**src/rtl/shpf_pkg.sv**
```systemverilog
// Shared constants, types and helper functions of the shifted Hamming prealign filter.
// No dependencies; every other file of the block refers to this package by scoped names.
package shpf_pkg;

  localparam int MAX_SHIFT  = 8;
  localparam int NUM_SHIFTS = 2 * MAX_SHIFT + 1;

  localparam int BASE_W     = 2;
  localparam int MAXERR_W   = 4;
  localparam int COUNT_W    = 8;
  localparam int CFG_IDX_W  = 1;
  localparam int CFG_DATA_W = 4;
  localparam int WIN_W      = 4;   // stored raw mismatch bits per shift
  localparam int SEEN_W     = 2;   // saturating base counter, 0..2

  localparam logic [COUNT_W-1:0]  COUNT_MAX       = {COUNT_W{1'b1}};
  localparam logic [MAXERR_W-1:0] ERR_LIMIT_RESET = MAXERR_W'(2);
  localparam logic                AMEND_RESET     = 1'b1;

  localparam logic [CFG_IDX_W-1:0] REG_ERR_LIMIT = CFG_IDX_W'(0);
  localparam logic [CFG_IDX_W-1:0] REG_AMEND     = CFG_IDX_W'(1);

  typedef logic [BASE_W-1:0] base_t;
  typedef logic [2:0]        col_t;   // amended bits at window index 2, 1, 0

  typedef struct packed {
    logic adv;     // an item is accepted this cycle
    logic clr;     // the accepted item closes the sequence
    logic amend;   // amend short zero runs
  } ctrl_t;

  // Amended bits of a 5-bit window (bit 0 newest) at indexes 2, 1 and 0.
  // Bits outside the window count as matches.
  function automatic col_t amend_col(input logic [4:0] v, input logic amend);
    col_t c;
    if (amend) begin
      c[2] = v[2] | (v[3] & (v[1] | v[0])) | (v[4] & v[1]);
      c[1] = v[1] | (v[2] & v[0]) | (v[3] & v[0]);
      c[0] = v[0];
    end else begin
      c = v[2:0];
    end
    return c;
  endfunction

endpackage

```
**src/rtl/shpf_in_if.sv**
```systemverilog
// Input channel of the prealign filter: one base pair per item with a last mark.
// Depends on shpf_pkg for the base code type.
interface shpf_in_if;
  logic              valid;
  logic              ready;
  shpf_pkg::base_t   read_base;
  shpf_pkg::base_t   ref_base;
  logic              last_base;

  modport source (output valid, read_base, ref_base, last_base, input ready);
  modport sink   (input valid, read_base, ref_base, last_base, output ready);
endinterface

```
**src/rtl/shpf_out_if.sv**
```systemverilog
// Result channel of the prealign filter: verdict and mismatch count per sequence.
// Depends on shpf_pkg for the count width.
interface shpf_out_if;
  logic                              valid;
  logic                              ready;
  logic                              accept;
  logic [shpf_pkg::COUNT_W-1:0]      mismatch_count;

  modport source (output valid, accept, mismatch_count, input ready);
  modport sink   (input valid, accept, mismatch_count, output ready);
endinterface

```
**src/rtl/shpf_lane.sv**
```systemverilog
// One shift vector: window of recent raw mismatch bits and its amended column.
// Depends on shpf_pkg (ctrl_t, col_t, amend_col).
module shpf_lane (
  input  logic           clk,
  input  logic           rst_n,
  input  shpf_pkg::ctrl_t ctrl,
  input  logic           raw_bit,
  output shpf_pkg::col_t col
);

  logic [shpf_pkg::WIN_W-1:0] win_r;
  logic [shpf_pkg::WIN_W-1:0] win_nxt;
  logic [4:0]                 full_win;

  assign full_win = {win_r, raw_bit};
  assign col      = shpf_pkg::amend_col(full_win, ctrl.amend);

  always_comb begin
    win_nxt = win_r;
    if (ctrl.adv) begin
      win_nxt = ctrl.clr ? '0 : full_win[shpf_pkg::WIN_W-1:0];
    end
  end

  always_ff @(posedge clk) begin
    if (!rst_n) begin
      win_r <= '0;
    end else begin
      win_r <= win_nxt;
    end
  end

endmodule

```
**src/rtl/shpf_cell.sv**
```systemverilog
// Chain cell for one lag: holds a read and a reference base of the history,
// hands them on to the next cell, and keeps the plus and minus shift lanes.
// Depends on shpf_pkg and shpf_lane.
module shpf_cell (
  input  logic             clk,
  input  logic             rst_n,
  input  shpf_pkg::ctrl_t  ctrl,
  input  shpf_pkg::base_t  read_in,
  input  shpf_pkg::base_t  ref_in,
  input  logic             have_in,
  input  shpf_pkg::base_t  cur_read,
  input  shpf_pkg::base_t  cur_ref,
  output shpf_pkg::base_t  read_out,
  output shpf_pkg::base_t  ref_out,
  output logic             have_out,
  output shpf_pkg::col_t   col_plus,
  output shpf_pkg::col_t   col_minus
);

  shpf_pkg::base_t read_r, ref_r;
  logic            have_r, have_nxt;
  logic            raw_plus, raw_minus;

  // Held bases only count once a base has reached this lag.
  assign raw_plus  = have_r & (read_r != cur_ref);
  assign raw_minus = have_r & (ref_r != cur_read);

  always_comb begin
    have_nxt = have_r;
    if (ctrl.adv) begin
      have_nxt = ctrl.clr ? 1'b0 : have_in;
    end
  end

  always_ff @(posedge clk) begin
    if (!rst_n) begin
      have_r <= 1'b0;
    end else begin
      have_r <= have_nxt;
    end
  end

  always_ff @(posedge clk) begin
    if (ctrl.adv) begin
      read_r <= read_in;
      ref_r  <= ref_in;
    end
  end

  assign read_out = read_r;
  assign ref_out  = ref_r;
  assign have_out = have_r;

  shpf_lane u_plus (
    .clk     (clk),
    .rst_n   (rst_n),
    .ctrl    (ctrl),
    .raw_bit (raw_plus),
    .col     (col_plus)
  );

  shpf_lane u_minus (
    .clk     (clk),
    .rst_n   (rst_n),
    .ctrl    (ctrl),
    .raw_bit (raw_minus),
    .col     (col_minus)
  );

endmodule

```
**src/rtl/shpf_result.sv**
```systemverilog
// Running mismatch count per sequence and a two-entry result queue
// (output register plus skid). Depends on shpf_pkg and shpf_out_if.
module shpf_result (
  input  logic                             clk,
  input  logic                             rst_n,
  input  shpf_pkg::ctrl_t                  ctrl,
  input  shpf_pkg::col_t                   col_all,
  input  logic [shpf_pkg::MAXERR_W-1:0]    err_limit,
  output logic                             in_ready,
  shpf_out_if.source                       out_ch
);

  localparam int SUM_W = shpf_pkg::COUNT_W + 1;

  logic [shpf_pkg::COUNT_W-1:0] ones_r, ones_nxt;
  logic [shpf_pkg::SEEN_W-1:0]  seen_r, seen_nxt;
  logic [1:0]                   inc;
  logic [SUM_W-1:0]             sum;
  logic [shpf_pkg::COUNT_W-1:0] sum_sat;
  logic                         verdict;
  logic                         push, pop;

  logic                         hv_r, hv_nxt, sv_r, sv_nxt;
  logic                         ha_r, ha_nxt, sa_r, sa_nxt;
  logic [shpf_pkg::COUNT_W-1:0] hc_r, hc_nxt, sc_r, sc_nxt;

  // Column 2 is due once two bases are in; columns 1 and 0 flush on the last base.
  always_comb begin
    inc = {1'b0, col_all[2] & (seen_r >= shpf_pkg::SEEN_W'(2))};
    if (ctrl.clr) begin
      inc = inc + {1'b0, col_all[1] & (seen_r >= shpf_pkg::SEEN_W'(1))}
                + {1'b0, col_all[0]};
    end
    sum     = {1'b0, ones_r} + SUM_W'(inc);
    sum_sat = sum[shpf_pkg::COUNT_W] ? shpf_pkg::COUNT_MAX : sum[shpf_pkg::COUNT_W-1:0];
    verdict = (sum_sat <= shpf_pkg::COUNT_W'(err_limit));
  end

  always_comb begin
    ones_nxt = ones_r;
    seen_nxt = seen_r;
    if (ctrl.adv) begin
      if (ctrl.clr) begin
        ones_nxt = '0;
        seen_nxt = '0;
      end else begin
        ones_nxt = sum_sat;
        if (seen_r != shpf_pkg::SEEN_W'(2)) begin
          seen_nxt = seen_r + shpf_pkg::SEEN_W'(1);
        end
      end
    end
  end

  assign push     = ctrl.adv & ctrl.clr;
  assign pop      = hv_r & out_ch.ready;
  assign in_ready = ~sv_r;

  always_comb begin
    hv_nxt = hv_r;
    ha_nxt = ha_r;
    hc_nxt = hc_r;
    sv_nxt = sv_r;
    sa_nxt = sa_r;
    sc_nxt = sc_r;
    if (!hv_r || pop) begin
      if (sv_r) begin
        // promote the skid entry; no push can arrive while the skid is full
        hv_nxt = 1'b1;
        ha_nxt = sa_r;
        hc_nxt = sc_r;
        sv_nxt = 1'b0;
      end else begin
        hv_nxt = push;
        ha_nxt = verdict;
        hc_nxt = sum_sat;
      end
    end else if (push) begin
      sv_nxt = 1'b1;
      sa_nxt = verdict;
      sc_nxt = sum_sat;
    end
  end

  always_ff @(posedge clk) begin
    if (!rst_n) begin
      ones_r <= '0;
      seen_r <= '0;
      hv_r   <= 1'b0;
      sv_r   <= 1'b0;
    end else begin
      ones_r <= ones_nxt;
      seen_r <= seen_nxt;
      hv_r   <= hv_nxt;
      sv_r   <= sv_nxt;
    end
  end

  always_ff @(posedge clk) begin
    ha_r <= ha_nxt;
    hc_r <= hc_nxt;
    sa_r <= sa_nxt;
    sc_r <= sc_nxt;
  end

  assign out_ch.valid          = hv_r;
  assign out_ch.accept         = ha_r;
  assign out_ch.mismatch_count = hc_r;

  a_skid_needs_head: assert property (@(posedge clk) disable iff (!rst_n)
    sv_r |-> hv_r) else $error("skid entry held without a head entry");

  a_no_push_when_full: assert property (@(posedge clk) disable iff (!rst_n)
    push |-> !sv_r) else $error("result pushed into a full queue");

  a_clear_after_last: assert property (@(posedge clk) disable iff (!rst_n)
    push |=> (ones_r == '0) && (seen_r == '0))
    else $error("count not cleared after last base");

  a_count_monotone: assert property (@(posedge clk) disable iff (!rst_n)
    (ctrl.adv && !ctrl.clr) |=> (ones_r >= $past(ones_r)))
    else $error("running count decreased within a sequence");

endmodule

```
**src/rtl/shifted_hamming_prealign_filter_unit.sv**
```systemverilog
// Top level of the shifted Hamming prealign filter: config registers, the lag chain
// and the result stage. Depends on shpf_pkg, shpf_in_if, shpf_out_if, shpf_lane,
// shpf_cell and shpf_result.
//
//  channel   dir  handshake          payload
//  in_ch     in   valid/ready        read_base[1:0], ref_base[1:0], last_base
//  out_ch    out  valid/ready        accept, mismatch_count[7:0]
//  cfg_*     in   cfg_we (no ready)  cfg_idx[0], cfg_wdata[3:0]
//
// One base pair per cycle while in_ch.ready is high; the result of a sequence reaches
// the output register in the cycle after its last item is accepted, or later while that
// register still waits on out_ch.ready (the result then holds in the skid entry).
// The lag chain advances once per accepted item; only the result queue stalls input.
// Reset (rst_n low, synchronous) clears history, windows, counts and the queue and
// loads an error limit of 2 and amend_enable = 1.
// The result queue holds two results; in_ch.ready drops only while both are held.
module shifted_hamming_prealign_filter_unit (
  input  logic                               clk,
  input  logic                               rst_n,
  shpf_in_if.sink                            in_ch,
  shpf_out_if.source                         out_ch,
  input  logic                               cfg_we,
  input  logic [shpf_pkg::CFG_IDX_W-1:0]     cfg_idx,
  input  logic [shpf_pkg::CFG_DATA_W-1:0]    cfg_wdata
);

  localparam int NS = shpf_pkg::MAX_SHIFT;

  // Configuration registers.
  logic [shpf_pkg::MAXERR_W-1:0] err_limit_r, err_limit_nxt;
  logic                          amend_r, amend_nxt;

  always_comb begin
    err_limit_nxt = err_limit_r;
    amend_nxt     = amend_r;
    if (cfg_we) begin
      unique case (cfg_idx)
        shpf_pkg::REG_ERR_LIMIT: err_limit_nxt = cfg_wdata[shpf_pkg::MAXERR_W-1:0];
        shpf_pkg::REG_AMEND:     amend_nxt     = cfg_wdata[0];
        default: ;
      endcase
    end
  end

  always_ff @(posedge clk) begin
    if (!rst_n) begin
      err_limit_r <= shpf_pkg::ERR_LIMIT_RESET;
      amend_r     <= shpf_pkg::AMEND_RESET;
    end else begin
      err_limit_r <= err_limit_nxt;
      amend_r     <= amend_nxt;
    end
  end

  // Handshake and shared control.
  logic            in_ready;
  shpf_pkg::ctrl_t ctrl;

  assign in_ch.ready = in_ready;
  assign ctrl.adv    = in_ch.valid & in_ready;
  assign ctrl.clr    = in_ch.last_base;
  assign ctrl.amend  = amend_r;

  // Zero-shift lane compares the current pair directly.
  shpf_pkg::col_t diag_col;

  shpf_lane u_diag (
    .clk     (clk),
    .rst_n   (rst_n),
    .ctrl    (ctrl),
    .raw_bit (in_ch.read_base != in_ch.ref_base),
    .col     (diag_col)
  );

  // Lag chain: entry 0 is the incoming pair, entry j the output of cell j.
  shpf_pkg::base_t rd_chain   [0:NS];
  shpf_pkg::base_t rf_chain   [0:NS];
  logic            have_chain [0:NS];
  shpf_pkg::col_t  col_plus   [1:NS];
  shpf_pkg::col_t  col_minus  [1:NS];
  logic            lag_en     [1:NS];

  assign rd_chain[0]   = in_ch.read_base;
  assign rf_chain[0]   = in_ch.ref_base;
  assign have_chain[0] = 1'b1;

  for (genvar j = 1; j <= NS; j++) begin : g_cell
    shpf_cell u_cell (
      .clk       (clk),
      .rst_n     (rst_n),
      .ctrl      (ctrl),
      .read_in   (rd_chain[j-1]),
      .ref_in    (rf_chain[j-1]),
      .have_in   (have_chain[j-1]),
      .cur_read  (in_ch.read_base),
      .cur_ref   (in_ch.ref_base),
      .read_out  (rd_chain[j]),
      .ref_out   (rf_chain[j]),
      .have_out  (have_chain[j]),
      .col_plus  (col_plus[j]),
      .col_minus (col_minus[j])
    );
    // Lags beyond the error limit drop out of the AND; beyond MAX_SHIFT none exist.
    assign lag_en[j] = (32'(err_limit_r) >= 32'(j));
  end

  // AND the amended columns over the shifts in use.
  shpf_pkg::col_t col_all;

  always_comb begin
    col_all = diag_col;
    for (int j = 1; j <= NS; j++) begin
      col_all = col_all & (col_plus[j] | {3{~lag_en[j]}})
                        & (col_minus[j] | {3{~lag_en[j]}});
    end
  end

  shpf_result u_result (
    .clk       (clk),
    .rst_n     (rst_n),
    .ctrl      (ctrl),
    .col_all   (col_all),
    .err_limit (err_limit_r),
    .in_ready  (in_ready),
    .out_ch    (out_ch)
  );

  a_cfg_err_limit: assert property (@(posedge clk) disable iff (!rst_n)
    (cfg_we && (cfg_idx == shpf_pkg::REG_ERR_LIMIT)) |=>
      (err_limit_r == $past(cfg_wdata[shpf_pkg::MAXERR_W-1:0])))
    else $error("error limit write not taken");

  a_chain_cleared: assert property (@(posedge clk) disable iff (!rst_n)
    (ctrl.adv && ctrl.clr) |=> !have_chain[1])
    else $error("lag chain not cleared after last base");

  a_chain_fill: assert property (@(posedge clk) disable iff (!rst_n)
    (ctrl.adv && !ctrl.clr) |=> have_chain[1])
    else $error("first cell not loaded after a base");

endmodule
```
**src/flat_wrapper.sv**
```systemverilog
// flat-port wrapper written by rule: the top's interface ports become plain ports
module shifted_hamming_prealign_filter_unit_flat 
  (clk, rst_n, cfg_we, cfg_idx, cfg_wdata, in_ch_valid, in_ch_read_base, in_ch_ref_base, in_ch_last_base, in_ch_ready, out_ch_valid, out_ch_accept, out_ch_mismatch_count, out_ch_ready);
  shpf_in_if in_ch_i ();
  shpf_out_if out_ch_i ();
  input  logic clk;
  input  logic rst_n;
  input  logic cfg_we;
  input  logic [shpf_pkg::CFG_IDX_W-1:0] cfg_idx;
  input  logic [shpf_pkg::CFG_DATA_W-1:0] cfg_wdata;
  input wire logic [$bits(in_ch_i.valid)-1:0] in_ch_valid;
  input wire logic [$bits(in_ch_i.read_base)-1:0] in_ch_read_base;
  input wire logic [$bits(in_ch_i.ref_base)-1:0] in_ch_ref_base;
  input wire logic [$bits(in_ch_i.last_base)-1:0] in_ch_last_base;
  output wire logic [$bits(in_ch_i.ready)-1:0] in_ch_ready;
  output wire logic [$bits(out_ch_i.valid)-1:0] out_ch_valid;
  output wire logic [$bits(out_ch_i.accept)-1:0] out_ch_accept;
  output wire logic [$bits(out_ch_i.mismatch_count)-1:0] out_ch_mismatch_count;
  input wire logic [$bits(out_ch_i.ready)-1:0] out_ch_ready;
  assign in_ch_i.valid = in_ch_valid;
  assign in_ch_i.read_base = in_ch_read_base;
  assign in_ch_i.ref_base = in_ch_ref_base;
  assign in_ch_i.last_base = in_ch_last_base;
  assign in_ch_ready = in_ch_i.ready;
  assign out_ch_valid = out_ch_i.valid;
  assign out_ch_accept = out_ch_i.accept;
  assign out_ch_mismatch_count = out_ch_i.mismatch_count;
  assign out_ch_i.ready = out_ch_ready;
  shifted_hamming_prealign_filter_unit u_core (.clk(clk), .rst_n(rst_n), .in_ch(in_ch_i), .out_ch(out_ch_i), .cfg_we(cfg_we), .cfg_idx(cfg_idx), .cfg_wdata(cfg_wdata));
endmodule
```
**config.mk**
```make
export PLATFORM = sky130hd
export DESIGN_NAME = shifted_hamming_prealign_filter_unit_flat
export DESIGN_NICKNAME = d
export VERILOG_FILES = /design/src/rtl/shpf_pkg.sv /design/src/rtl/shpf_in_if.sv /design/src/rtl/shpf_out_if.sv /design/src/rtl/shpf_lane.sv /design/src/rtl/shpf_cell.sv /design/src/rtl/shpf_result.sv /design/src/rtl/shifted_hamming_prealign_filter_unit.sv /design/src/flat_wrapper.sv
export SDC_FILE = /design/constraint.sdc
export NUM_CORES = 1
export LEC_CHECK = 0
export ABC_AREA = 0
export BUFFER_PORTS_ARGS = -buffer_cell sky130_fd_sc_hd__clkbuf_2
export CORE_MARGIN = 3
export CORE_UTILIZATION = 35
export DETAILED_ROUTE_END_ITERATION = 6
export PLACE_DENSITY_LB_ADDON = 0.12
export SLEW_MARGIN = 30
export SYNTH_ARGS = -nofsm -noshare
export SYNTH_HDL_FRONTEND = slang
export SYNTH_HIERARCHICAL = 1
export SYNTH_SLANG_ARGS = --single-unit
```
**constraint.sdc**
```tcl
create_clock -name clk -period 10.6 [get_ports clk]
set_clock_uncertainty 0.2 [all_clocks]
set_input_delay 1.06 -clock clk [delete_from_list [all_inputs] [get_ports clk]]
set_output_delay 1.06 -clock clk [all_outputs]
set_load 0.005 [all_outputs]
```
### Word-level counts from Yosys, hierarchy flattened

Cells that the tools add are included.

| storage, ports and cells | value |
|---|---|
| logic and storage cells | 360 |
| bits in registers | 143 |
| output and inout bits | 11 |

| cells by class | value |
|---|---|
| mux-type cells | 50 |
| magnitude comparators | 11 |
| reductions and logical operators | 8 |
| $add $sub $neg | 4 |
| eq/ne operators | 18 |
| bitwise operators | 218 |

Operators with widths:

| kind | count |
|---|---|
| $and 1x1->1 | 89 |
| $or 1x1->1 | 85 |
| $mux 4 | 17 |
| $mux 3 | 17 |
| $and 3x3->3 | 16 |
| $or 3x3->3 | 16 |
| $ne 2x2->1 | 17 |
| $mux 8 | 3 |
| $ge 4x3->1 const B | 4 |
| $not 1->1 | 12 |
| $mux 1 | 10 |
| $add 8x2->9 | 1 |
| $ge 4x2->1 const B | 2 |
| $le 8x4->1 | 1 |
| $reduce_and 2->1 | 4 |
| $mux 2 | 3 |
| $ge 4x1->1 const B | 1 |
| $ge 4x4->1 const B | 1 |
| $add 1x1->2 | 1 |
| $add 2x1->2 | 1 |
| $add 2x1->2 const B | 1 |
| $ge 2x1->1 const B | 1 |
| $ge 2x2->1 const B | 1 |
| $ne 2x2->1 const B | 1 |
| 4 further kinds | 4 |

### Longest topological paths before layout

Gate-level depths: netlist (run 1).

| depth | value |
|---|---|
| word-level depth | 32 |
| depth in mapped cells | 22 |

### By module

The synthesis (run 1) kept the hierarchy.

Modules (own cells, without submodules):

| module | instances | cells each | area each (µm²) |
|---|---|---|---|
| shpf_lane | 17 | 22 | 203.9 |
| shpf_cell | 8 | 14 | 211.5 |
| shpf_result | 1 | 147 | 1607.8 |
| shifted_hamming_prealign_filter_unit | 1 | 77 | 556.8 |

### Worst setup path after synthesis (run 1)

OpenSTA, ideal clock, no wires.

| timing path | value |
|---|---|
| kind | input-to-reg |
| start point | input in_ch_read_base[0] |
| end point | register u_core.u_result.ha_r, in the netlist u_core/u_result/out_ch.accept (data pin) |
| setup time | 0.267 ns |
| path buffers | 0 |
| slack | 5.128 ns |
| required time | 10.133 ns |
| data arrival time | 5.005 ns |
| stages on the path | 21 |
| cell sequence | xnor2_1 > a21boi_1 > o211ai_1 > nand2b_1 > nand2_1 > maj3_1 > o22ai_1 > nor4bb_1 > nand2b_1 > fa_1 > mux2i_1 > ha_1 > fa_1 > and4_4 > nand4_4 > nand2_1 > ha_1 > nand2_1 > o21a_1 > o211ai_1 > o41ai_2 |

RTL lines:

| item | RTL line | text |
|---|---|---|
| start: declaration | flat_wrapper.sv:12 | `input wire logic [$bits(in_ch_i.read_base)-1:0] in_ch_read_base;` |
| end signal: assignment | shpf_result.sv:100 | `ha_r <= ha_nxt;` |
| end: declaration | shpf_result.sv:24 | `logic ha_r, ha_nxt, sa_r, sa_nxt;` |

==> metrics.yaml, run 1 <==
hold_class: "flip-flop to flip-flop"
r2r_cells: 21
portBuffers: 25
crit_cells: 22
cts_tree: "done"
synth_top_area_cell: "dfxtp_1"
ys_async_sr_fraction_pct: 0
dieWidth_um: 151
cts_resized: 0
seqPwrFrac_pct: 46.1
num-fill-cells: 1995
finalPower_w: 0.00128
clock_latency_ns: 0.42
post-dp-hpwl_mm: 10.3
row_count: 52
critPathTopFamily: "compound AO/OA/AOI/OAI gates"
ios: 26
grt_pass1_wl_mm: 27.1
postRouteAntennaNets: 0
diodes: 0
cp-startpoint: "in_ch_read_base[0]"
grtUsageTotal_pct: 15.1
ys.flop_type: "dfxtp_1"
dr.pass1.iters: 4
gp_congestion: 0.745
regArea_mm2: 0.00336
tns_ns: 0
syn_area_mm2: 0.00732
fmax_ghz: 0.166
drc_errors: 0
powerDensity_mw_per_mm2: 155
cts_max_path_buffers: 2
post-route-period-util_pct: 56.7
crit_fanout: 10
r2r_end: "u_core/u_result/out_ch.accept"
max_stage_delay_ns: 0.49
avgViaCountPerCell: 5.21
clkSlewWorstSetupHoldPaths_ns: 0.06
setup_violations: 0
r2r_setup_slack_ns: 5.14
max_cap_viol_count: 0
synth_top_area_share_pct: 25.4
core_area_mm2: 0.0204
synth_area_leaders: "dfxtp_1, edfxtp_1, a21boi_1"
area_delta_synth_final_pct: 12.5
slew_violations: 0
crit_slowest_cell: "fa_1"
critPathCapture: "u_core/u_result/out_ch.accept"
drive_gt1_share_pct: 10.9
tightestPinTransition_ns: 0.915
drt-initial-drc-count: 303
period_minus_slack_ns: 6.01
overflow: 0
clockRootBuffer: "clkbuf_16"
multi_input_area_mm2: 0.00372
cts_sinks: 143
final_common_cell: "nand2b_1"
routedWlPerCell_um: 16.3
power.net_switching_w: 0.000287
slew_headroom_pct: 39.0
synth-edff-count: 50
crit_arrival_ns: 6.05
avgSynthCellArea_um2: 10.3
r2r-start: "u_core/g_cell[8].u_cell/ref_out[0]"
p_int_w: 0.000991
outcome: "finished, final reports clean"
swShare_pct: 22.5
postCtsSetupRepairBufs: 0
critical_path_required_ns: 10.64
ys_types: 58
antenna_found_initial: 0
cts_buffers: 17
via_count: 5288
final_cell_mix: "nand2b_1, dfxtp_1, a21boi_1"
power_leakage_nw: 2.83
grt_start_max_net_pins: 105
die_y_um: 151
die_area_mm2: 0.0227
p_comb_share_pct: 6.1
final_nets: 757
pwr-share-clk_pct: 47.8
grt_pass1_vias: 5099
rsz0062_at_grt: "false"
htree_levels: 4
cp_cell_sequence: "clkbuf_2 -> xnor2_1 -> a21boi_1 -> o211ai_1 -> nand2b_1 -> nand4_1 -> a2111oi_1 -> nor4bb_1 -> nand2b_1 -> fa_1 -> mux2i_1 -> ha_1 -> fa_1 -> and4_4 -> nand4_4 -> nor2b_1 -> ha_1 -> inv_1 -> a21oi_1 -> o21a_1 -> o211ai_1 -> o41ai_2"
crit_buf_inv: 2
ys_ff_latch: 143
cp-end-kind: "flip-flop"
cp-start-kind: "input pin"
ys_seq_area_share_pct: 45.9
routed_wl_mm: 16.6
ys.warnings.count: 6
ir_drop_v: 0.000101
start_util_pct: 36.0
synth_nets: 735
crit_type: "input pin to flip-flop"
hold_violations: 0
holdBufCountCts: 0
syn-instance-count: 710
==> metal layers <==
layer	wire length, um	GRT usage [%]	vias up
li1	-	-	2613
met1	7680	20.0	2569
met2	8000	24.4	85
met3	660	3.61	21
met4	223	5.08	0
met5	0	0	-
==> metrics by stage <==
step / area, um^2 / worst slack (ns) / utilization [%] / instances / hold slack (ns)
floorplan: 7320 / 5.13 / - / 710 / 0.245
global placement: 7630 / 4.17 / 37.5 / 983 / 0.254
detailed placement: 7630 / 4.21 / 37.5 / 983 / 0.258
CTS: 8240 / 4.57 / 40.4 / 1015 / 0.269
global route: 8240 / 4.24 / 40.5 / 1015 / 0.277
finish: 8240 / 4.59 / 40.5 / 1015 / 0.267
==> how the worst min path moves through the flow <==
| stage | from | to | slack (ns) | cells past startpoint |
|---|---|---|---|---|
| 6_report | u_core/g_cell[1].u_cell/u_plus/win_r[3] | u_core/g_cell[1].u_cell/u_plus/win_r[3] | 0.27 | 2 |
| 5_1_grt | u_core/g_cell[5].u_cell/ref_out[0] | u_core/g_cell[6].u_cell/ref_out[0] | 0.28 | 0 |
| 4_1_cts | u_core/g_cell[4].u_cell/read_out[0] | u_core/g_cell[5].u_cell/read_out[0] | 0.27 | 0 |
| 3_5_place_dp | u_core/g_cell[4].u_cell/read_out[0] | u_core/g_cell[5].u_cell/read_out[0] | 0.26 | 0 |
| 3_3_place_gp | u_core/g_cell[4].u_cell/u_minus/win_r[3] | u_core/g_cell[4].u_cell/u_minus/win_r[3] | 0.25 | 2 |
| 2_1_floorplan | u_core/g_cell[1].u_cell/u_minus/win_r[3] | u_core/g_cell[1].u_cell/u_minus/win_r[3] | 0.25 | 2 |
==> flip-flops by register name, indices dropped and copies added (netlist names), 8 cells and up <==
signal                                 cells
u_core/g_cell.u_cell/u_minus/win_r        32
u_core/g_cell.u_cell/u_plus/win_r         32
u_core/g_cell.u_cell/read_out             16
u_core/g_cell.u_cell/ref_out              16
u_core/g_cell.u_cell/have_out              8
u_core/u_result/ones_r                     8
u_core/u_result/out_ch.mismatch_count      8
u_core/u_result/sc_r                       8
==> area by class of cell <==
type / count / share of cell area, %
multi-input combinational: 526 / 45.2
clock buffer: 19 / 5.38
tap: 270 / 4.10
inverter: 15 / 0.683
timing repair buffer: 29 / 1.93
sequential: 143 / 40.8
clock inverter: 13 / 1.93
==> power groups by stage <==
stage | Combinational, W | Clock, W | Sequential (W)
final | 0.0000776 | 0.000611 | 0.000589
after CTS | 0.0000787 | 0.000628 | 0.000589
after detailed placement | 0.0000783 | 0 | 0.000601
after global routing | 0.0000854 | 0.000654 | 0.000590
after global placement | 0.0000771 | 0 | 0.000601
after floorplan | 0.0000509 | 0 | 0.000599
==> synth_stat cells, drive strengths merged (8+ instances only) <==
library cell and n:
nor2b 10, inv 14, a21oi 18, nand2 42
dfxtp 93, o21ai 10, xnor2 36, a21boi 97
a31oi 18, edfxtp 50, nand2b 101, nand3b 77
buf 21, o211ai 35, ha 8
==> tightest hold or removal path, stage by stage (launching register included) <==
cell and delay, ns:
dfxtp_1 0.31, nand2b_1 0.06, a21boi_1 0.05
==> logic make-up (layout without fill, tap and decap cells) <==
| family | Yosys count | in the layout | synth area share (%) |
|---|---|---|---|
| buffers and inverters | 41 | 76 | 3.30 |
| other | 1 | 1 | 0.0512 |
| multiplexers | 12 | 12 | 1.74 |
| AND/OR/NAND/NOR | 264 | 264 | 22.7 |
| flip-flops | 143 | 143 | 45.9 |
| XOR/XNOR | 37 | 37 | 4.43 |
| AO/OA/AOI/OAI | 201 | 201 | 19.8 |
| adder cells (fa/ha/maj) | 11 | 11 | 2.05 |
No activity file was read; power rests on OpenSTA's default activity.
==> run 2: changes to the inputs <==
==> constraint.sdc (replaced) <==
create_clock -name clk -period 5.65 [get_ports clk]
set_clock_uncertainty 0.2 [all_clocks]
set_input_delay 0.565 -clock clk [delete_from_list [all_inputs] [get_ports clk]]
set_output_delay 0.565 -clock clk [all_outputs]
set_load 0.005 [all_outputs]
==> run 2 against run 1 <==
Effect of this change:
- flip-flop and latch count unchanged
- design area increased by 3.0%
- clock power increased by 100%
- critical path type is now flip-flop to flip-flop
- total power increased by 95%
- largest power group unchanged
- clock-buffer cell count decreased by 1
- worst hold slack got worse by 0.098 ns
==> metrics.yaml, run 2 (synthesis results as in run 1) <==
outcome: "finished, final reports clean"
setup_violations: 0  # unchanged
cts_buffers: 17  # unchanged
final_common_cell: "nand2b_1"
via_count: 5383  # +1.8%
cp-startpoint: "u_core/g_cell[8].u_cell/ref_out[0]"
cp_cell_sequence: "xnor2_1 -> a21boi_1 -> o211ai_1 -> nand2b_1 -> nand4_1 -> a2111oi_1 -> nor4bb_1 -> nand2b_1 -> fa_1 -> mux2i_1 -> ha_1 -> fa_1 -> and4_4 -> nand4_4 -> nand2_1 -> ha_1 -> nand2_1 -> o21a_1 -> o211ai_1 -> o41ai_2"
grt_pass1_vias: 5332  # +4.6%
postRouteAntennaNets: 0  # unchanged
row_count: 52  # unchanged
rsz0062_at_grt: "false"
clock_latency_ns: 0.42  # about the same
critPathCapture: "u_core/u_result/out_ch.accept"
final_cell_mix: "nand2b_1, dfxtp_1, a21boi_1"
fin_cells: 1038  # +2.3%
cp-start-kind: "flip-flop"
reg_top3: "u_core/g_cell.u_cell/u_minus/win_r x32, u_core/g_cell.u_cell/u_plus/win_r x32"
pwr-share-clk_pct: 49.7  # +1.9 points
dpl.cell_count: 1006  # +2.3%
grt.met1_usage_pct: 21.2  # +1.2 points
multi_input_area_mm2: 0.00372  # unchanged
clkSlewWorstSetupHoldPaths_ns: 0.06  # about the same
avgViaCountPerCell: 5.19  # -0.46%
cp-end-kind: "flip-flop"
finalPower_w: 0.00250  # +95%
powerDensity_mw_per_mm2: 294  # +90%
postCtsSetupRepairBufs: 0  # unchanged
r2r_cells: 20  # -4.8%
grtUsageTotal_pct: 15.7  # +0.52 points
portBuffers: 25  # unchanged
cts_max_path_buffers: 2  # unchanged
crit_fanout: 9  # -1
dieWidth_um: 151  # unchanged
area_delta_synth_final_pct: 15.8
seqPwrFrac_pct: 44.3  # -1.8 points
holdBufCountCts: 0  # unchanged
swShare_pct: 22.2  # -0.24 points
overflow: 0  # unchanged
use_met2_pct: 25.4  # +0.92 points
die_y_um: 151  # unchanged
crit_slowest_cell: "fa_1"
core_area_mm2: 0.0204  # unchanged
p_int_w: 0.00194  # +96%
clockRootBuffer: "clkbuf_16"
power_leakage_nw: 2.98  # +5.3%
max_cap_viol_count: 0  # unchanged
start_util_pct: 36.0  # unchanged
period_minus_slack_ns: 5.15
post-route-period-util_pct: 91.2
final_core_util_pct: 41.7  # +1.2 points
grt_pass1_wl_mm: 27.9  # +3.2%
crit_type: "flip-flop to flip-flop"
r2r_end: "u_core/u_result/out_ch.accept"
dr.pass1.iters: 5  # +1
r2r_setup_slack_ns: 0.50  # -4.64 ns
tns_ns: 0  # unchanged
cts_sinks: 143  # unchanged
diodes: 0  # unchanged
cts_tree: "done"
drc_errors: 0  # unchanged
gp_congestion: 0.822  # +10%
die_area_mm2: 0.0227  # unchanged
slew_headroom_pct: 44.0  # +5.0 points
crit_arrival_ns: 5.11  # -0.94 ns
fmax_ghz: 0.194
hold_violations: 0  # unchanged
htree_levels: 4  # unchanged
grt.busiest_layer: "met2"
regArea_mm2: 0.00336  # unchanged
routedWlPerCell_um: 16.3  # -0.27%
critical_path_required_ns: 5.61  # -5.03 ns
hold_class: "input pin to flip-flop"
power.net_switching_w: 0.000555  # +93%
routed_wl_mm: 16.9  # +2.0%
max_stage_delay_ns: 0.48  # about the same
r2r-start: "u_core/g_cell[8].u_cell/ref_out[0]"
final_nets: 780  # +3.0%
num-fill-cells: 1970  # -1.3%
ios: 26  # unchanged
antenna_found_initial: 1  # +1
tightestPinTransition_ns: 0.841  # -0.0746 ns
ir_drop_v: 0.000172  # +71%
drive_gt1_share_pct: 13.5  # +2.7 points
slew_violations: 0  # unchanged
met3_usage_pct: 2.89  # -0.72 points
p_comb_share_pct: 6.0  # about the same
drt-initial-drc-count: 384  # +27%
grt_start_max_net_pins: 94  # -10%
cts_resized: 0  # unchanged
post-dp-hpwl_mm: 10.8  # +5.0%
==> run 2: worst min path at each step <==
stage	from	endpoint	slack (ns)	depth (start not counted)
final	cfg_wdata[1]	u_core/err_limit_r[1]	0.17	3
after global routing	cfg_wdata[1]	u_core/err_limit_r[1]	0.17	3
after CTS	cfg_wdata[1]	u_core/err_limit_r[1]	0.14	3
after detailed placement	u_core/g_cell[3].u_cell/ref_out[1]	u_core/g_cell[4].u_cell/ref_out[1]	0.26	0
after global placement	u_core/g_cell[3].u_cell/read_out[1]	u_core/g_cell[4].u_cell/read_out[1]	0.25	0
after floorplan	u_core/g_cell[1].u_cell/u_minus/win_r[3]	u_core/g_cell[1].u_cell/u_minus/win_r[3]	0.25	2
==> run 2: metrics by stage <==
stage,worst slack (ns),hold WS [ns],area (um^2)
final,0.496,0.169,8480
after global routing,0.0727,0.169,8480
after CTS,0.422,0.145,8480
after detailed placement,0.0286,0.260,7840
after global placement,0.139,0.252,7810
after floorplan,0.439,0.245,7320
==> run 2: power by group through the flow <==
stage / registers [W] / logic [W] / clock network [W]
finish: 0.00110 / 0.000151 / 0.00124
global route: 0.00111 / 0.000167 / 0.00132
CTS: 0.00110 / 0.000153 / 0.00127
detailed placement: 0.00113 / 0.000153 / 0
global placement: 0.00113 / 0.000148 / 0
floorplan: 0.00112 / 0.0000955 / 0
==> run 2: routing by layer <==
| metal | up-vias | routed length [um] |
|---|---|---|
| li1 | 2654 | - |
| met1 | 2639 | 8280 |
| met2 | 74 | 7910 |
| met3 | 14 | 493 |
| met4 | 2 | 201 |
| met5 | - | 12 |
==> run 2: final cells by class <==
cell class | count | area share [%]
well taps | 270 | 3.98
repair buffers | 52 | 4.25
clock buffers | 18 | 5.06
inverters | 15 | 0.664
multi-input cells | 526 | 43.9
flip-flops and latches | 143 | 39.6
clock inverters | 14 | 2.54
==> run 2: worst max-delay path, delay by kind of cell, from the launching register on <==
| kind | cells | cell delay (ns) |
|---|---|---|
| mux | 1 | 0.08 |
| flops | 1 | 0.43 |
| fa+ha+maj | 4 | 1.42 |
| compound gates | 6 | 1.45 |
| simple gates | 8 | 1.17 |
| xor+xnor | 1 | 0.15 |
==> run 3: changes to the inputs <==
--- a/config.mk
+++ b/config.mk
@@ -10,6 +10,7 @@
 export CORE_MARGIN = 3
 export CORE_UTILIZATION = 35
 export DETAILED_ROUTE_END_ITERATION = 6
+export MAX_ROUTING_LAYER = met4
 export PLACE_DENSITY_LB_ADDON = 0.12
 export SLEW_MARGIN = 30
 export SYNTH_ARGS = -nofsm -noshare
==> run 3 against run 2 <==
Effect of this change:
- largest cell class unchanged
- worst hold slack got worse by 0.0043 ns
- fmax fell by 0.16%
- combinational power hardly changed
- die area stayed put
- routed wire length fell by 1.0%
- worst setup slack got worse by 0.0081 ns
- flip-flop and latch count unchanged
- via count is essentially flat
- clock power hardly changed
- core utilization is essentially flat
==> metrics.yaml, run 3 (synthesis results as in run 1) <==
holdPathStages: 3  # unchanged
hold_start: "cfg_wdata[1]"
row_count: 52  # unchanged
setup_violations: 0  # unchanged
grtUsageTotal_pct: 16.1  # +0.44 points
fin_cells: 1039  # +0.096%
dr.pass1.iters: 4  # -1
post-dp-hpwl_mm: 10.8  # unchanged
r2r_end: "u_core/u_result/sa_r"
tightestPinTransition_ns: 0.826  # -0.0152 ns
r2r_cells: 20  # unchanged
ir_drop_v: 0.000172  # about the same
postCtsSetupRepairBufs: 0  # unchanged
portBuffers: 25  # unchanged
clkSlewWorstSetupHoldPaths_ns: 0.06  # about the same
holdBufCountCts: 0  # unchanged
slew_violations: 0  # unchanged
period_minus_slack_ns: 5.16  # +0.00811 ns
slew_headroom_pct: 45.0  # +1.0 points
power_leakage_nw: 2.98  # about the same
routed_wl_mm: 16.7  # -1.0%
gp_congestion: 0.838  # +1.9%
hold_end: "u_core/err_limit_r[1]"
dpl_cell_area_mm2: 0.00784  # unchanged
grt_pass1_vias: 5340  # +0.15%
reg_top3: "u_core/g_cell.u_cell/u_minus/win_r x32, u_core/g_cell.u_cell/u_plus/win_r x32"
clockRootBuffer: "clkbuf_16"
dpl.cell_count: 1006  # unchanged
grt_start_max_net_pins: 94  # unchanged
die_y_um: 151  # unchanged
crit_arrival_ns: 5.12  # about the same
drc_errors: 0  # unchanged
layout_setup_ws_ns: 0.488  # -0.00811 ns
rsz0062_at_grt: "false"
num-fill-cells: 1969  # -0.051%
outcome: "finished, final reports clean"
grt_pass1_wl_mm: 27.9  # about the same
avgViaCountPerCell: 5.18  # -0.11%
die_area_mm2: 0.0227  # unchanged
fmax_ghz: 0.194  # -0.16%
antenna_found_initial: 1  # unchanged
htree_levels: 4  # unchanged
core_area_mm2: 0.0204  # unchanged
postRouteAntennaNets: 0  # unchanged
dp_worst_setup_slack_ns: 0.0286  # unchanged
hold_class: "input pin to flip-flop"
start_util_pct: 36.0  # unchanged
dieWidth_um: 151  # unchanged
routedWlPerCell_um: 16.1  # -1.1%
cp-end-kind: "flip-flop"
final_cell_mix: "nand2b_1, dfxtp_1, a21boi_1"
max_cap_viol_count: 0  # unchanged
cts_buffers: 17  # unchanged
cts_tree: "done"
hold_violations: 0  # unchanged
post-route-period-util_pct: 91.4  # +0.14 points
cp-start-kind: "flip-flop"
final_nets: 780  # unchanged
r2r_setup_slack_ns: 0.49  # about the same
drt-initial-drc-count: 405  # +5.5%
final_area_mm2: 0.00849  # about the same
cts_sinks: 143  # unchanged
drive_gt1_share_pct: 13.5  # unchanged
crit_fanout: 9  # unchanged
ios: 26  # unchanged
clock_latency_ns: 0.42  # about the same
crit_type: "flip-flop to flip-flop"
overflow: 0  # unchanged
cts_max_path_buffers: 2  # unchanged
cts_resized: 0  # unchanged
tns_ns: 0  # unchanged
via_count: 5382  # -0.019%
area_delta_synth_final_pct: 15.9  # about the same
final_common_cell: "nand2b_1"
critical_path_required_ns: 5.61  # about the same
r2r-start: "u_core/g_cell[8].u_cell/read_out[0]"
powerDensity_mw_per_mm2: 293  # -0.29%
finalPower_w: 0.00249  # -0.26%
## run 3: cell count changes in the layout (fill, tap and decap cells not counted)
cell,before,now
diode_2,0,1
## run 3: report_power, final
| part | switching [W] | internal [W] | total [W] |
|---|---|---|---|
| clock | 0.000449 | 0.000785 | 0.00123 |
| sequential | 0.0000179 | 0.00109 | 0.00110 |
| combinational | 0.0000814 | 0.0000691 | 0.000151 |
| total | 0.000548 | 0.00194 | 0.00249 |
## run 3: worst max path at each step
stage,startpoint,endpoint,slack [ns],cells past startpoint
after global routing,u_core/g_cell[8].u_cell/ref_out[1],u_core/u_result/sa_r,0.07,20
after global placement,in_ch_ref_base[0],u_core/u_result/out_ch.accept,0.14,21
after CTS,u_core/g_cell[8].u_cell/read_out[0],u_core/u_result/out_ch.accept,0.42,20
final,u_core/g_cell[8].u_cell/read_out[0],u_core/u_result/sa_r,0.49,20
after detailed placement,in_ch_ref_base[0],u_core/u_result/out_ch.accept,0.03,21
after floorplan,u_core/amend_r,u_core/u_result/out_ch.accept,0.44,19
## run 3: per-stage QoR
step / util [%] / hold WS (ns)
3_3_place_gp: 38.4 / 0.252
6_report: 41.7 / 0.165
5_1_grt: 41.7 / 0.167
3_5_place_dp: 38.5 / 0.260
4_1_cts: 41.7 / 0.145
2_1_floorplan: - / 0.245
## run 3: critical path, cell delays in order, from the launching register on
cell       delay [ns]
edfxtp_1         0.43
xnor2_1          0.15
a21boi_1         0.33
o211ai_1         0.14
nand2b_1         0.16
nand4_1          0.13
a2111oi_1        0.42
nor4bb_1         0.25
nand2b_1         0.10
fa_1             0.48
mux2i_1          0.08
ha_1             0.23
fa_1             0.39
and4_4           0.23
nand4_4          0.14
nand2_1          0.13
ha_1             0.31
nand2_1          0.07
o21a_1           0.18
o211ai_1         0.26
nor3_1           0.08
## run 3: final cells by class
class / count / area [um^2] / area share, %
Tap cell: 270 / 338 / 3.98
Timing Repair Buffer: 52 / 360 / 4.25
Clock inverter: 14 / 215 / 2.54
Clock buffer: 18 / 429 / 5.06
Multi-Input combinational cell: 526 / 3720 / 43.9
Inverter: 15 / 56.3 / 0.664
Antenna cell: 1 / 2.50 / 0.0295
Sequential cell: 143 / 3360 / 39.6
## run 3: routing by layer
layer  vias up  track usage (%)  share of wire, %
li1       2664                -                 -
met1      2631             21.0                48
met2        78             25.4                47
met3         9             3.07               3.9
met4         0             4.99               1.0
met5         -                -                 0
